$ cat src/design/nsst_ram.sv
// Generic single-port-write, single-port-read synchronous RAM with a
// registered read port. Depends on nothing.
module nsst_ram #(
   parameter int WIDTH = 8,
   parameter int DEPTH = 16,
   localparam int ADDR_W = (DEPTH > 1) ? $clog2(DEPTH) : 1
) (
   input  logic              clock,
   input  logic              wr_en,
   input  logic [ADDR_W-1:0] wr_addr,
   input  logic [WIDTH-1:0]  wr_data,
   input  logic              rd_en,
   input  logic [ADDR_W-1:0] rd_addr,
   output logic [WIDTH-1:0]  rd_data
);

   logic [WIDTH-1:0] mem [DEPTH];
   logic [WIDTH-1:0] rd_data_ff;

   // Write port.
   always_ff @(posedge clock) begin
      if (wr_en) begin
         mem[wr_addr] <= wr_data;
      end
   end

   // Registered read port.
   always_ff @(posedge clock) begin
      if (rd_en) begin
         rd_data_ff <= mem[rd_addr];
      end
   end

   assign rd_data = rd_data_ff;

endmodule

$ cat config.mk
export PLATFORM = sky130hd
export DESIGN_NAME = nsst_ram
export DESIGN_NICKNAME = d
export VERILOG_FILES = /design/src/design/nsst_ram.sv
export SDC_FILE = /design/constraint.sdc
export NUM_CORES = 1
export LEC_CHECK = 0
export BUFFER_PORTS_ARGS = -buffer_cell sky130_fd_sc_hd__buf_2
export CAP_MARGIN = 20
export CORE_ASPECT_RATIO = 1.1
export CORE_MARGIN = 5
export CORE_UTILIZATION = 50
export DETAILED_ROUTE_END_ITERATION = 6
export PLACE_DENSITY = 0.77
export SYNTH_ARGS = -nofsm -noshare
export SYNTH_HDL_FRONTEND = slang
export SYNTH_SLANG_ARGS = --single-unit
$ cat constraint.sdc
create_clock -name clock -period 1.75 [get_ports clock]
set_input_delay 0.175 -clock clock [delete_from_list [all_inputs] [get_ports clock]]
set_output_delay 0.175 -clock clock [all_outputs]
set_load 0.05 [all_outputs]
==> impl_metrics.toml, run 1 <==
[sta]
worst_pin_slew_ns = 0.378
maxSlewViolCount = 0
finClkSkew_ns = 0.0153
fin_crit_sh_pct = 87.3
finalHoldViolations = 0
timing.slew.headroom_pct = 74.8
max_freq_mhz = 655
fin_crit_ns = 1.53
grt_setup_unrepaired = "no"
setup_viol = 0

[pwr]
peakVddDrop_mv = 0.667
power_density_nw_per_um2 = 1140
power_mw = 6.97
p_leak_nw = 2.08

[clock_network]
path_clk_slew_ns = 0.05
tritoncts = "done"
clock_sinks = 136
h-tree-depth = 4
post_cts_buffers = 0
clock_path_buffers = 2
cts_hold_buf = 0
root_buffer = "clkbuf_16"
ctsResizeCount = 0
numCtsBuffers = 17
worstSkewPairLatency_ns = 0.41

[cells_and_area]
layout_commonest_cell = "edfxtp_1"
final_area_um2 = 6130
diodes = 0
fin_nets = 305
final_cell_mix = "136 x edfxtp_1, 26 x buf_2, 19 x buf_4, 18 x mux4_2, 17 x clkbuf_16"
final_layout_size_suffix_gt1_share_pct = 29.2
final_core_util_pct = 59.6
synthToLayoutAreaGrowth_pct = 17.4

[min_path]
hp-class = "in -> reg"

[place]
hpwl_mm = 6.15
placed_area_um2 = 5650
port_buffers = 26
place_congestion = 0.756

[synthesis]
yosys_warnings = 0
synth_cell_types = 18
avgSynthCellArea_um2 = 22.8
synth-seq-area-share_pct = 78.1
syn-num-nets = 248
synthCells = 229
synth-seq-cells = 136
syn-cell-area_um2 = 5230

[floorplan]
die_x_um = 107
initial_core_util_pct = 50.8
die_h_um = 117
die_area_um2 = 12600
pin_count = 27
rows = 39
core_area_um2 = 10300

[worst_setup_path]
startpoint_type = "flip-flop"
crit_path_max_fanout = 1
worstPathArrival_ns = 1.68
path_class = "reg -> reg"
cp-end-kind = "flip-flop"
worstPathRequired_ns = 1.91

[job]
maxCapViolCount = 0

[drt]
postRouteAntennaNets = 0
route.vias.total = 2474
drt_iter0_markers = 217
drcViolationCount = 0
wl_per_cell_um = 21.5
routed_wl_mm = 9.46
drt_first_pass_iters = 4
via_per_inst = 5.61

[global_routing]
grt_util_all_layers_pct = 17.2
grt_pass1_vias = 2623
gr-total-overflow = 0
grt_pass1_wl_mm = 15.0
grt_max_degree = 33
grt-busiest-layer = "met2"
use_met1_pct = 20.4
antenna_found_initial = 0
met3_usage_pct = 6.53
use_met2_pct = 28.8

[outcome]
run_status = "completed"
## cell families (layout without fill, tap and decap cells)
kind of cell	count (synthesis)	count (layout)	synth area share (%)
buffers and inverters	10	79	1.65
AOI/OAI and AO/OA	16	16	2.30
muxes	32	32	14.8
DFF	136	136	78.1
and+or+nand+nor	35	35	3.14
## Yosys cell counts
cell type / number / share of area, %
clkdlybuf4s25_2: 3 / 0.57
nor3_1: 4 / 0.38
mux4_1: 14 / 7.0
or3b_2: 1 / 0.17
nand2_1: 9 / 0.65
nand2b_1: 2 / 0.24
nand3b_1: 2 / 0.29
and2_1: 1 / 0.12
and2b_1: 1 / 0.14
edfxtp_1: 136 / 78
nor2_1: 13 / 0.93
nand3_1: 1 / 0.096
a22oi_1: 16 / 2.3
buf_4: 1 / 0.14
buf_6: 3 / 0.65
nor2b_1: 1 / 0.12
buf_2: 3 / 0.29
mux4_2: 18 / 7.8
## worst max-delay path: stages (launching register included)
cell and delay (ns):
edfxtp_1 0.37, mux4_1 0.52, a22oi_1 0.30, nand2_1 0.09
## where the power goes
part           internal [mW]  switching (mW)  leakage [nW]
registers               3.68          0.0198          1.24
logic                  0.150           0.239         0.603
clock network           1.77            1.12         0.236
## through the flow
stage / TNS (ns) / hold WS, ns / std cells / setup slack [ns]
after floorplan: 0 / 0.274 / 229 / 0.0821
after global placement: -0.0140 / 0.559 / 410 / -0.0140
after detailed placement: -0.0633 / 0.557 / 410 / -0.0362
after CTS: 0 / 0.121 / 441 / 0.224
after global routing: 0 / 0.120 / 441 / 0.176
final: 0 / 0.138 / 441 / 0.223
## state kept, by name, indices dropped and copies added (netlist names)
register / cells
rd_data: 8
mem: 128
## worst paths after layout
| check | from | cells past startpoint | slack (ns) | endpoint |
|---|---|---|---|---|
| max | mem[0][1]$_DFFE_PP_ | 3 | 0.22 | rd_data[1]$_DFFE_PP_ |
| min | rd_en | 1 | 0.14 | rd_data[3]$_DFFE_PP_ |
| max reg2reg | mem[0][1]$_DFFE_PP_ | 3 | 0.22 | rd_data[1]$_DFFE_PP_ |
| min reg2reg | mem[15][2]$_DFFE_PP_ | 3 | 0.75 | rd_data[2]$_DFFE_PP_ |
## layout make-up
type | count | area [um2]
repair buffers | 48 | 333
clock buffers | 24 | 452
flip-flops and latches | 136 | 4080
clock inverters | 7 | 30.0
multi-input cells | 83 | 1060
well taps | 143 | 179
fillers | 690 | 4160
## routing by layer
metal	share of wire, %	wire, um	vias up
met1	38	3550	1276
met3	7.4	698	5
met5	0	0	-
li1	-	-	1092
met4	1.0	98	0
met2	54	5110	101
(Power assumes the default switching activity.)
==> run 2, diff against run 1 <==
--- a/config.mk
+++ b/config.mk
@@ -11,7 +11,7 @@
 export CORE_MARGIN = 5
 export CORE_UTILIZATION = 50
 export DETAILED_ROUTE_END_ITERATION = 6
-export PLACE_DENSITY = 0.77
+export PLACE_DENSITY = 0.74
 export SYNTH_ARGS = -nofsm -noshare
 export SYNTH_HDL_FRONTEND = slang
 export SYNTH_SLANG_ARGS = --single-unit
==> constraint.sdc (replaced) <==
create_clock -name clock -period 1.87 [get_ports clock]
set_input_delay 0.187 -clock clock [delete_from_list [all_inputs] [get_ports clock]]
set_output_delay 0.187 -clock clock [all_outputs]
set_load 0.05 [all_outputs]
==> run 2 against run 1 <==
Worst hold slack lost 0.0013 ns. Clock power increased by 15%. Power rose by 2.6%. Maximum frequency increased by 3.9%. Count of clock-buffer cells in the layout down 3. Critical path depth unchanged. Cell count grew 0.45%. Routed wire length increased by 2.3%. Combinational power is 5.4% lower. Register-to-register slack better by 0.18 ns. Largest cell class unchanged. Largest power group unchanged.
==> impl_metrics.toml, run 2 (synthesis results as in run 1) <==
[cells_and_area]
fin_nets = 306
final_cell_mix = "136 x edfxtp_1, 26 x buf_2, 20 x buf_4, 18 x mux4_2, 17 x clkbuf_16"
multiInputGateArea_um2 = 1060
ff_latch_area_um2 = 4080
final_layout_size_suffix_gt1_share_pct = 31.0
largest_register_ffs = 128
synthToLayoutAreaGrowth_pct = 19.7
fillers = 723
top_register = "mem"
layout_commonest_cell = "edfxtp_1"
diodes = 0

[global_routing]
gr-total-overflow = 0
grt_pass1_wl_mm = 15.1
grt_util_all_layers_pct = 17.2
grt_pass1_vias = 2651
grt_max_degree = 33
antenna_found_initial = 0

[clock_network]
tritoncts = "done"
path_clk_slew_ns = 0.05
clock_path_buffers = 2
post_cts_buffers = 0
clock_sinks = 136
h-tree-depth = 4
ctsResizeCount = 0
root_buffer = "clkbuf_16"
cts_hold_buf = 0
numCtsBuffers = 17
worstSkewPairLatency_ns = 0.41

[floorplan]
die_x_um = 107
core_area_um2 = 10300
pin_count = 27
die_h_um = 117
die_area_um2 = 12600
rows = 39
initial_core_util_pct = 50.8

[pwr]
p_int_mw = 5.78
p_leak_nw = 2.13
switching_share_pct = 19.1
power.net_switching_mw = 1.37
combPwrFrac_pct = 5.1
power_density_nw_per_um2 = 1140
pwr-share-seq_pct = 48.3
peakVddDrop_mv = 0.727
clkPwrFrac_pct = 46.6

[outcome]
run_status = "completed"

[drt]
routed_wl_mm = 9.68
via_per_inst = 5.63
drt_first_pass_iters = 4
route.vias.total = 2492
drcViolationCount = 0
drt_iter0_markers = 218
wl_per_cell_um = 21.8
postRouteAntennaNets = 0

[place]
port_buffers = 26
place_congestion = 0.749
hpwl_mm = 6.20

[sta]
maxSlewViolCount = 0
setup_viol = 0
timing.slew.headroom_pct = 72.0
finalHoldViolations = 0
whs_ns = 0.137
finClkSkew_ns = 0.00318
grt_setup_unrepaired = "no"
fin_crit_sh_pct = 78.6
fin_crit_ns = 1.47
worst_pin_slew_ns = 0.421
max_freq_mhz = 680
setup_tns_ns = 0

[worst_setup_path]
path_class = "reg -> reg"
ff2ff_path_depth = 3
r2r_slack_ns = 0.40
worstReg2RegStart = "mem[5][1]$_DFFE_PP_"
worstPathRequired_ns = 2.02
startpoint_type = "flip-flop"
cp-end-kind = "flip-flop"
worstReg2RegEnd = "rd_data[1]$_DFFE_PP_"
setup.worst_path.start = "mem[5][1]$_DFFE_PP_"
crit_path_max_fanout = 1
worstPathArrival_ns = 1.62

[min_path]
min_path_cells = 1
hp-class = "in -> reg"
min_from = "rd_en"
holdPathEnd = "rd_data[4]$_DFFE_PP_"

[job]
maxCapViolCount = 0
## run 2: cell types whose count changed in the layout (fill, tap and decap cells not counted), sizes merged
cell	change
buf	+1
bufinv	+4
clkbuf	-3
clkinv	-1
clkinvlp	+1
## run 2: layout make-up
cell class / count / share of cell area, %
sequential: 136 / 65.3
multi-input combinational: 83 / 16.9
clock buffer: 21 / 7.04
timing repair buffer: 49 / 5.44
tap: 143 / 2.86
clock inverter: 11 / 2.46
## run 2: worst max-delay path by stage
stage	to	cells after the start
after floorplan	mem[0][0]$_DFFE_PP_	2
after global placement	rd_data[2]$_DFFE_PP_	5
after detailed placement	rd_data[2]$_DFFE_PP_	5
after CTS	rd_data[3]$_DFFE_PP_	3
after global routing	rd_data[2]$_DFFE_PP_	3
final	rd_data[1]$_DFFE_PP_	3
## run 2: worst max-delay path, cell delays in order, from the launching register on
cell and delay, ns:
edfxtp_1 0.36, mux4_1 0.54, a22oi_1 0.20, nand2_1 0.11
## run 2: power by group through the flow
stage / registers, mW / clock network (mW) / logic (mW)
floorplan: 3.56 / 0 / 0.173
global placement: 3.51 / 0 / 0.360
detailed placement: 3.52 / 0 / 0.371
CTS: 3.45 / 3.38 / 0.373
global route: 3.46 / 3.54 / 0.396
finish: 3.45 / 3.33 / 0.368
## run 2: routing by layer
layer | up-vias | GRT usage, % | routed length (um)
met3 | 11 | 5.27 | 555
met1 | 1290 | 21.9 | 3920
met2 | 94 | 28.0 | 5050
met5 | - | 0 | 0
li1 | 1097 | - | -
met4 | 0 | 7.32 | 150
## run 2: per-stage QoR
| stage | cell area, um2 | total power [mW] | std cells | worst slack [ns] | utilization (%) |
|---|---|---|---|---|---|
| global route | 6250 | 7.39 | 443 | 0.335 | 60.7 |
| CTS | 6250 | 7.21 | 443 | 0.396 | 60.7 |
| finish | 6250 | 7.15 | 443 | 0.400 | 60.7 |
| global placement | 5660 | 3.87 | 411 | 0.137 | 55.0 |
| detailed placement | 5660 | 3.89 | 411 | 0.143 | 55.0 |
| floorplan | 5230 | 3.74 | 229 | 0.190 | - |
